--- src/design/dns_response_record_extractor_unit_macros.svh ---
// ---------------------------------------------------------------------------
// dns response record extractor assertion macros
// assertion wrappers, empty when synthesised
// ---------------------------------------------------------------------------
`ifndef DNS_RESPONSE_RECORD_EXTRACTOR_UNIT_MACROS_SVH
`define DNS_RESPONSE_RECORD_EXTRACTOR_UNIT_MACROS_SVH
`ifndef SYNTHESIS
`define DRX_ASSERT_IMP(lbl, clk, rst_n, ante, cons) \
    lbl: assert property (@(posedge clk) disable iff (!rst_n) (ante) |-> (cons)) \
        else $error("assertion failed");
`define DRX_ASSERT_NXT(lbl, clk, rst_n, ante, cons) \
    lbl: assert property (@(posedge clk) disable iff (!rst_n) (ante) |=> (cons)) \
        else $error("assertion failed");
`else
`define DRX_ASSERT_IMP(lbl, clk, rst_n, ante, cons)
`define DRX_ASSERT_NXT(lbl, clk, rst_n, ante, cons)
`endif
`endif

--- src/design/drx_pkg.sv ---
// ---------------------------------------------------------------------------
// drx_pkg
// shared types and constants of the dns response record extractor
// ---------------------------------------------------------------------------
`default_nettype none
package drx_pkg;
    typedef struct packed {
        logic        kind;
        logic [12:0] offset;
        logic [15:0] length;
        logic [31:0] ttl;
        logic [3:0]  rcode;
        logic [1:0]  status;
    } t_result;

    localparam logic KIND_RECORD  = 1'b0;
    localparam logic KIND_SUMMARY = 1'b1;

    localparam logic [1:0] ST_SUCCESS = 2'd0;
    localparam logic [1:0] ST_NONE    = 2'd1;
    localparam logic [1:0] ST_FAIL    = 2'd2;

    localparam logic CFG_CLASS = 1'b0;
    localparam logic CFG_TYPE  = 1'b1;

    localparam logic [3:0] PH_HEADER = 4'd0;
    localparam logic [3:0] PH_NAME   = 4'd1;
    localparam logic [3:0] PH_LABEL  = 4'd2;
    localparam logic [3:0] PH_PTR    = 4'd3;
    localparam logic [3:0] PH_QFIXED = 4'd4;
    localparam logic [3:0] PH_AFIXED = 4'd5;
    localparam logic [3:0] PH_RDATA  = 4'd6;
    localparam logic [3:0] PH_DONE   = 4'd7;
    localparam logic [3:0] PH_HALT   = 4'd8;

    localparam logic [7:0] PTR_MASK = 8'hc0;
    localparam int         QFIXED_BYTES = 4;
    localparam int         AFIXED_BYTES = 10;
endpackage
`default_nettype wire

--- src/design/dns_response_record_extractor_unit.sv ---
// ---------------------------------------------------------------------------
// dns_response_record_extractor_unit
// dns response parser reporting matching answer records and a summary
// ---------------------------------------------------------------------------
// message bytes come in on i_msg_byte/i_end_of_message with i_valid/o_ready,
// one byte per cycle. each answer whose class and type match the values in
// configuration registers 0 and 1 gives a record result; the byte flagged as
// end of message gives a final summary result with rcode and status.
// results leave on o_valid/i_ready through a four-entry queue, the earliest
// in the cycle after the byte that caused it. a byte is taken every cycle while
// the queue holds at most two results; the queue drain rate sets the pace
// when the receiver stalls, and o_ready falls until room returns.
// reset (synchronous, active low) empties the queue, sets both registers
// to 1 and starts a new message; taking the end-of-message byte also clears
// the parser. the user writes configuration while idle; nothing enforces it.
// ---------------------------------------------------------------------------
`default_nettype none
module dns_response_record_extractor_unit #(
    parameter int MAX_MESSAGE_BYTES = 4096
) (
    input  wire logic        i_clk,
    input  wire logic        i_rst_n,
    input  wire logic        i_cfg_we,
    input  wire logic        i_cfg_idx,
    input  wire logic [15:0] i_cfg_data,
    input  wire logic        i_valid,
    output logic             o_ready,
    input  wire logic [7:0]  i_msg_byte,
    input  wire logic        i_end_of_message,
    output logic             o_valid,
    input  wire logic        i_ready,
    output logic             o_result_kind,
    output logic [12:0]      o_rdata_offset,
    output logic [15:0]      o_rdata_length,
    output logic [31:0]      o_record_ttl,
    output logic [3:0]       o_response_code,
    output logic [1:0]       o_parse_status
);
    logic take, rec_push, sum_push;
    drx_pkg::t_result rec, sum, head;

    assign take = i_valid && o_ready;

    drx_parser #(.MAX_MESSAGE_BYTES(MAX_MESSAGE_BYTES)) u_parser (
        .i_clk, .i_rst_n, .i_cfg_we, .i_cfg_idx, .i_cfg_data,
        .i_take(take), .i_byte(i_msg_byte), .i_eom(i_end_of_message),
        .o_rec_push(rec_push), .o_sum_push(sum_push), .o_rec(rec), .o_sum(sum)
    );

    drx_result_queue u_queue (
        .i_clk, .i_rst_n,
        .i_push_a(rec_push), .i_data_a(rec),
        .i_push_b(sum_push), .i_data_b(sum),
        .o_room(o_ready), .o_valid, .i_ready, .o_data(head)
    );

    assign o_result_kind   = head.kind;
    assign o_rdata_offset  = head.offset;
    assign o_rdata_length  = head.length;
    assign o_record_ttl    = head.ttl;
    assign o_response_code = head.rcode;
    assign o_parse_status  = head.status;
endmodule
`default_nettype wire

--- src/design/drx_parser.sv ---
// ---------------------------------------------------------------------------
// drx_parser
// front part: walks the message byte by byte and emits result entries
// ---------------------------------------------------------------------------
`default_nettype none
`include "dns_response_record_extractor_unit_macros.svh"
module drx_parser #(
    parameter int MAX_MESSAGE_BYTES = 4096
) (
    input  wire logic            i_clk,
    input  wire logic            i_rst_n,
    input  wire logic            i_cfg_we,
    input  wire logic            i_cfg_idx,
    input  wire logic [15:0]     i_cfg_data,
    input  wire logic            i_take,
    input  wire logic [7:0]      i_byte,
    input  wire logic            i_eom,
    output logic                 o_rec_push,
    output logic                 o_sum_push,
    output drx_pkg::t_result     o_rec,
    output drx_pkg::t_result     o_sum
);
    localparam int PW = $clog2(MAX_MESSAGE_BYTES + 1);

    logic [15:0] r_class, r_type;
    logic [PW-1:0] r_pos, n_pos;
    logic [3:0]  r_ph, n_ph;
    logic [15:0] r_qleft, n_qleft, r_aleft, n_aleft;
    logic [7:0]  r_lbl, n_lbl;
    logic [3:0]  r_cnt, n_cnt;
    logic [71:0] r_fix, n_fix;
    logic [15:0] r_rd, n_rd;
    logic [3:0]  r_rc, n_rc;
    logic        r_match, n_match, r_fail, n_fail;
    logic        rec_hit;
    logic [15:0] f_type, f_class, f_size;
    logic [31:0] f_ttl;
    logic        ok_end;
    logic [PW:0] pos_inc;

    assign f_type  = r_fix[71:56];
    assign f_class = r_fix[55:40];
    assign f_ttl   = r_fix[39:8];
    assign f_size  = {r_fix[7:0], i_byte};
    assign pos_inc = {1'b0, r_pos} + 1'b1;

    always_comb begin
        n_pos = r_pos; n_ph = r_ph; n_qleft = r_qleft; n_aleft = r_aleft;
        n_lbl = r_lbl; n_cnt = r_cnt; n_fix = r_fix; n_rd = r_rd; n_rc = r_rc;
        n_match = r_match; n_fail = r_fail; rec_hit = 1'b0;
        if (r_ph != drx_pkg::PH_HALT) begin
            if ({1'b0, r_pos} >= (PW+1)'(MAX_MESSAGE_BYTES)) begin
                n_fail = 1'b1;
                n_ph = drx_pkg::PH_HALT;
            end else begin
                n_pos = pos_inc[PW-1:0];
                case (r_ph)
                    drx_pkg::PH_HEADER: begin
                        case (r_pos[3:0])
                            4'd3: n_rc = i_byte[3:0];
                            4'd4: n_qleft[15:8] = i_byte;
                            4'd5: n_qleft[7:0] = i_byte;
                            4'd6: n_aleft[15:8] = i_byte;
                            4'd7: n_aleft[7:0] = i_byte;
                            4'd11: n_ph = (r_qleft != 0 || r_aleft != 0) ?
                                drx_pkg::PH_NAME : drx_pkg::PH_DONE;
                            default: ;
                        endcase
                    end
                    drx_pkg::PH_NAME: begin
                        if (i_byte == 8'd0) begin
                            n_ph = (r_qleft != 0) ? drx_pkg::PH_QFIXED : drx_pkg::PH_AFIXED;
                            n_cnt = '0;
                        end else if ((i_byte & drx_pkg::PTR_MASK) == drx_pkg::PTR_MASK) begin
                            n_ph = drx_pkg::PH_PTR;
                        end else begin
                            n_lbl = i_byte;
                            n_ph = drx_pkg::PH_LABEL;
                        end
                    end
                    drx_pkg::PH_LABEL: begin
                        n_lbl = r_lbl - 8'd1;
                        if (r_lbl == 8'd1) n_ph = drx_pkg::PH_NAME;
                    end
                    drx_pkg::PH_PTR: begin
                        n_ph = (r_qleft != 0) ? drx_pkg::PH_QFIXED : drx_pkg::PH_AFIXED;
                        n_cnt = '0;
                    end
                    drx_pkg::PH_QFIXED: begin
                        n_cnt = r_cnt + 4'd1;
                        if (r_cnt == 4'(drx_pkg::QFIXED_BYTES - 1)) begin
                            n_cnt = '0;
                            n_qleft = r_qleft - 16'd1;
                            n_ph = (n_qleft != 0 || r_aleft != 0) ?
                                drx_pkg::PH_NAME : drx_pkg::PH_DONE;
                        end
                    end
                    drx_pkg::PH_AFIXED: begin
                        n_fix = {r_fix[63:0], i_byte};
                        n_cnt = r_cnt + 4'd1;
                        if (r_cnt == 4'(drx_pkg::AFIXED_BYTES - 1)) begin
                            n_cnt = '0;
                            n_aleft = r_aleft - 16'd1;
                            if (f_class == r_class && f_type == r_type) begin
                                rec_hit = 1'b1;
                                n_match = 1'b1;
                            end
                            if (f_size != 0) begin
                                n_rd = f_size;
                                n_ph = drx_pkg::PH_RDATA;
                            end else begin
                                n_ph = (n_aleft != 0) ? drx_pkg::PH_NAME : drx_pkg::PH_DONE;
                            end
                        end
                    end
                    drx_pkg::PH_RDATA: begin
                        n_rd = r_rd - 16'd1;
                        if (r_rd == 16'd1)
                            n_ph = (r_aleft != 0) ? drx_pkg::PH_NAME : drx_pkg::PH_DONE;
                    end
                    default: ;
                endcase
            end
        end
        ok_end = (n_ph == drx_pkg::PH_DONE) || (n_ph == drx_pkg::PH_RDATA && n_aleft == 0);
        if (i_eom && !ok_end) n_fail = 1'b1;
    end

    always_comb begin
        o_rec.kind   = drx_pkg::KIND_RECORD;
        o_rec.offset = 13'(pos_inc);
        o_rec.length = f_size;
        o_rec.ttl    = f_ttl;
        o_rec.rcode  = r_rc;
        o_rec.status = drx_pkg::ST_SUCCESS;
        o_sum.kind   = drx_pkg::KIND_SUMMARY;
        o_sum.offset = '0;
        o_sum.length = '0;
        o_sum.ttl    = '0;
        o_sum.rcode  = n_rc;
        o_sum.status = n_fail ? drx_pkg::ST_FAIL :
                       (n_match ? drx_pkg::ST_SUCCESS : drx_pkg::ST_NONE);
    end
    assign o_rec_push = i_take && rec_hit;
    assign o_sum_push = i_take && i_eom;

    always_ff @(posedge i_clk) begin
        if (!i_rst_n) begin
            r_class <= 16'd1; r_type <= 16'd1;
        end else if (i_cfg_we) begin
            if (i_cfg_idx == drx_pkg::CFG_CLASS) r_class <= i_cfg_data;
            else r_type <= i_cfg_data;
        end
    end

    always_ff @(posedge i_clk) begin
        if (!i_rst_n || (i_take && i_eom)) begin
            r_pos <= '0; r_ph <= drx_pkg::PH_HEADER; r_qleft <= '0; r_aleft <= '0;
            r_lbl <= '0; r_cnt <= '0; r_fix <= '0; r_rd <= '0; r_rc <= '0;
            r_match <= 1'b0; r_fail <= 1'b0;
        end else if (i_take) begin
            r_pos <= n_pos; r_ph <= n_ph; r_qleft <= n_qleft; r_aleft <= n_aleft;
            r_lbl <= n_lbl; r_cnt <= n_cnt; r_fix <= n_fix; r_rd <= n_rd; r_rc <= n_rc;
            r_match <= n_match; r_fail <= n_fail;
        end
    end

    `DRX_ASSERT_IMP(a_halt_fail, i_clk, i_rst_n, r_ph == drx_pkg::PH_HALT, r_fail)
    `DRX_ASSERT_IMP(a_cnt_range, i_clk, i_rst_n, 1'b1, r_cnt < 4'(drx_pkg::AFIXED_BYTES))
    `DRX_ASSERT_NXT(a_eom_clear, i_clk, i_rst_n, i_take && i_eom,
        r_ph == drx_pkg::PH_HEADER && r_pos == '0)
endmodule
`default_nettype wire

--- src/design/drx_result_queue.sv ---
// ---------------------------------------------------------------------------
// drx_result_queue
// back part: four-entry result queue taking up to two entries a cycle
// ---------------------------------------------------------------------------
`default_nettype none
`include "dns_response_record_extractor_unit_macros.svh"
module drx_result_queue (
    input  wire logic            i_clk,
    input  wire logic            i_rst_n,
    input  wire logic            i_push_a,
    input  wire drx_pkg::t_result i_data_a,
    input  wire logic            i_push_b,
    input  wire drx_pkg::t_result i_data_b,
    output logic                 o_room,
    output logic                 o_valid,
    input  wire logic            i_ready,
    output drx_pkg::t_result     o_data
);
    drx_pkg::t_result r_mem [4];
    logic [1:0] r_wp, r_rp;
    logic [2:0] r_cnt, n_cnt;
    logic       pop;
    logic [1:0] wp1;

    assign pop     = o_valid && i_ready;
    assign o_valid = r_cnt != 3'd0;
    assign o_data  = r_mem[r_rp];
    assign o_room  = r_cnt <= 3'd2;
    assign wp1     = i_push_a ? r_wp + 2'd1 : r_wp;
    assign n_cnt   = r_cnt + {2'b0, i_push_a} + {2'b0, i_push_b} - {2'b0, pop};

    always_ff @(posedge i_clk) begin
        if (i_push_a) r_mem[r_wp] <= i_data_a;
        if (i_push_b) r_mem[wp1] <= i_data_b;
    end

    always_ff @(posedge i_clk) begin
        if (!i_rst_n) begin
            r_wp <= '0; r_rp <= '0; r_cnt <= '0;
        end else begin
            r_wp  <= wp1 + {1'b0, i_push_b};
            if (pop) r_rp <= r_rp + 2'd1;
            r_cnt <= n_cnt;
        end
    end

    `DRX_ASSERT_IMP(a_no_over, i_clk, i_rst_n, i_push_a || i_push_b,
        r_cnt + {2'b0, i_push_a} + {2'b0, i_push_b} <= 3'd4 + {2'b0, pop})
    `DRX_ASSERT_IMP(a_cnt_max, i_clk, i_rst_n, 1'b1, r_cnt <= 3'd4)
    `DRX_ASSERT_NXT(a_pop_cnt, i_clk, i_rst_n, pop && !i_push_a && !i_push_b,
        r_cnt == $past(r_cnt) - 3'd1)
endmodule
`default_nettype wire
--- config.mk ---
export PLATFORM = sky130hd
export DESIGN_NAME = dns_response_record_extractor_unit
export DESIGN_NICKNAME = d
export VERILOG_FILES = /design/src/design/drx_pkg.sv /design/src/design/dns_response_record_extractor_unit.sv /design/src/design/drx_parser.sv /design/src/design/drx_result_queue.sv
export VERILOG_INCLUDE_DIRS = /design/src /design/src/design
export SDC_FILE = /design/constraint.sdc
export NUM_CORES = 1
export LEC_CHECK = 0
export BUFFER_PORTS_ARGS = -buffer_cell sky130_fd_sc_hd__buf_2
export CAP_MARGIN = 20
export CORE_MARGIN = 2
export CORE_UTILIZATION = 55
export CTS_BUF_LIST = sky130_fd_sc_hd__clkbuf_16
export CTS_CLUSTER_SIZE = 14
export DETAILED_ROUTE_END_ITERATION = 10
export PLACE_DENSITY_LB_ADDON = 0.12
export SETUP_SLACK_MARGIN = 0.5
export SLEW_MARGIN = 20
export SYNTH_ARGS = -nofsm -noshare
export SYNTH_HDL_FRONTEND = slang
export SYNTH_SLANG_ARGS = --single-unit
--- constraint.sdc ---
create_clock -name i_clk -period 7.3 [get_ports i_clk]
set_input_delay 1.095 -clock i_clk [delete_from_list [all_inputs] [get_ports i_clk]]
set_output_delay 1.095 -clock i_clk [all_outputs]
set_load 0.01 [all_outputs]
==> results.md <==
* Worst min path class: reg -> reg
* Clock latency on the worst-skew pair at 0.60 ns
* Synth unique cells at 73
* Cells after DPL at 3,067
* Synth Area in XOR/XNOR at 2.84%
* Worst Hold Margin at 0.447 ns
* Critical Path AT at 4.76 ns
* Die area at 40,800 um2
* Clock transition at path regs at 0.06 ns
* Pwr Density at 268 nW/um2
* Dpl cell area at 22,200 um2
* Via Count at 19.2k
* CTS tree: built
* Root buf cell: clkbuf_16
* Hold Buf Count CTS at 0
* HPWL after DPL at 38.8 mm
* Slew @ Worst Pin at 1.15 ns
* Final antenna-violating net count at 0
* Core Rows at 72
* Final wirelength at 62.5 mm
* Port buffer count at 100
* Status: completed
* DRC at 0
* Max Slew Vio Count at 0
* Number of global-route vias before repair at 18.2k
* Initial antenna violation count at 1
* Cell area after synthesis at 21,600 um2
* Synth Flop Type: dfxtp_1
* Htree depth at 2
* CP Data Required Time at 7.56 ns
* Iter 0 DRT Violations at 1,730
* Crit path max fanout at 44
* Max cap viols at 0
* Post-synthesis mux area share at 8.50%
* Final Instance Area at 23,700 um2
* Layout cell share with drive strength beyond 1 at 11.2%
* Layout fillers at 3,369
* RSZ-0062 raised after global routing: no
* Top cells by area, synth: dfxtp_1 41%, nand2_1 13%, a21oi_1 7.3%
* Setup Viol. Count Final at 0
* Total gr overflow at 0
* Main combinational cell family by area after synthesis: simple AND/OR/NAND/NOR gates
* Worst slew margin at 23.1%
* Post-synthesis cell count at 2,627
* Synth top area share at 41.2%
* Pleak at 8.51 nW
* Area delta synth->final at 10.0%
* Height of the die at 202 um
* Switching Share at 30.5%
* Post-synth ARST share at 0%
* Logic gate share of total power at 17.8%
* Syn Nets at 2,683
* Core area at 38,600 um2
* CP endpoint kind: register
* Peak VDD IR at 175 uV
* All-Layer GR Usage at 30.2%
* Clock tree buffer depth at 3
* Fmax achieved at 222 MHz
* Largest area contributor in the netlist: dfxtp_1
* Worst slack at placement at 2.51 ns
* Die W at 202 um
* Setup TNS at 0 ns
* Vias/cell at 6.06
* Reg power frac at 45.0%
* Net Sw Power at 0.00194 W
* GPL Wtd Cong at 0.906
* Largest net degree at the start of global routing at 90
* Most numerous cell in the Yosys netlist: nand2_1
* Yosys Warn Count at 0
* Routed len/inst at 19.8 um
* Setup crit start kind: register
* Crit path time final at 4.51 ns
* ANT cells at 0
* Setup Buffers After CTS at 0
* Synth Area in Simple Gates at 23.7%
* Initial core utilization at 55.8%
* Worst R2R Setup Slack at 2.79 ns
* Final-report hold violation count at 0
* First-pass GRT wire length at 99.5 mm
* Cts repair resizes at 0
* Proportion of power drawn by the clock network at 37.2%
* Adder-cell area share of the yosys netlist at 1.52%
* Internal power at 0.00442 W
* WS Path Type: reg -> reg
* Sequential area share after synthesis at 44.6%
* Fin nets at 2,657
* CTS Buf Count at 49
* # IOs at 101
* Post-route setup slack at 2.79 ns
* Fin cells at 3,160
* Final worst-path cycle share at 61.7%
* Flops & latches, synth at 468
* Clock sink count at 468
* Avg Cell Area, Syn at 8.21 um2
* Number of synthesized flops with an enable pin at 24
* Compound-Gate Fraction of Synth Area at 14.7%
* Worst Skew at 0.0199 ns
* TritonRoute pass-1 iters at 6
* Top cells by count, synth: 728 x nand2_1, 444 x dfxtp_1, 316 x a21oi_1
[logic make-up after synthesis]
| group | count (synthesis) |
|---|---|
| multiplexers | 98 |
| AND/OR/NAND/NOR | 1195 |
| adder cells (fa/ha/maj) | 25 |
| XOR/XNOR | 70 |
| buffers and inverters | 231 |
| AO/OA/AOI/OAI | 540 |
| flip-flops | 468 |
[power groups by stage]
stage | combinational [W] | clock (W) | sequential [W]
2_1_floorplan | 0.000922 | 0 | 0.00277
3_3_place_gp | 0.00110 | 0 | 0.00291
3_5_place_dp | 0.00111 | 0 | 0.00291
4_1_cts | 0.00112 | 0.00239 | 0.00286
5_1_grt | 0.00123 | 0.00250 | 0.00288
6_report | 0.00113 | 0.00236 | 0.00286
[cells in the final DEF (no fill, tap or decap), drive strengths merged, types with 14 or more instances in the layout]
master,count
mux4,68
a21oi,316
a22oi,24
nor2,196
inv,44
edfxtp,24
o21ai,61
buf,126
mux2i,29
nor3,75
xor2,21
nand2,728
nor4,33
clkbuf,50
ha,23
nand3,35
a211oi,28
xnor2,49
a21boi,35
and2,22
clkinv,23
nand4,28
dfxtp,444
nand2b,14
[final timing paths]
check | startpoint | to | cells past startpoint
max | u_parser.r_ph[3] | u_queue.r_mem[0][5] | 7
min | u_queue.r_mem[3][26] | u_queue.r_mem[3][26] | 2
max reg2reg | u_parser.r_ph[3] | u_queue.r_mem[0][5] | 7
min reg2reg | u_queue.r_mem[3][26] | u_queue.r_mem[3][26] | 2
[critical path, stage by stage, from the launching register on]
cell and delay [ns]:
dfxtp_1 0.57, or3_4 0.51, nor2_1 0.36, and2_2 0.69, and4_1 0.53, nand2_2 0.72, buf_4 0.50, nand2b_1 0.28
[per-layer routing]
| layer | routed length [um] | up-vias | track usage [%] |
|---|---|---|---|
| met5 | 0 | - | 0 |
| met4 | 1420 | 0 | 8.90 |
| met3 | 5270 | 114 | 5.42 |
| met2 | 29000 | 840 | 48.9 |
| met1 | 26800 | 9215 | 41.5 |
| li1 | - | 8988 | - |
[final cells by class]
cell class | instances | area (um2) | area share, %
inverters | 28 | 105 | 0.443
clock inverters | 42 | 260 | 1.10
multi-input cells | 1928 | 11100 | 46.9
flip-flops and latches | 468 | 9620 | 40.5
well taps | 518 | 648 | 2.73
repair buffers | 126 | 716 | 3.02
clock buffers | 50 | 1250 | 5.28
[sequential cells by signal, indices dropped and copies added, names as in the netlist, named ones only]
| register | flops |
|---|---|
| u_queue.r_mem | 272 |
| u_parser.r_cnt | 4 |
| u_parser.r_rc | 4 |
| u_parser.r_match | 1 |
| u_parser.r_lbl | 8 |
| u_parser.r_qleft | 16 |
| u_parser.r_aleft | 16 |
| u_parser.r_ph | 4 |
| u_parser.r_fix | 72 |
| u_queue.r_cnt | 3 |
| u_parser.r_pos | 13 |
| u_parser.r_rd | 16 |
| u_queue.r_wp | 2 |
| u_queue.r_rp | 2 |
| u_parser.r_class | 16 |
| u_parser.r_fail | 1 |
| u_parser.r_type | 16 |
[through the flow]
step / utilization [%] / total power (W)
2_1_floorplan: - / 0.00369
3_5_place_dp: 57.4 / 0.00403
3_3_place_gp: 57.4 / 0.00401
4_1_cts: 61.3 / 0.00637
5_1_grt: 61.4 / 0.00661
6_report: 61.4 / 0.00635
No activity file was read; power rests on OpenSTA's default activity.
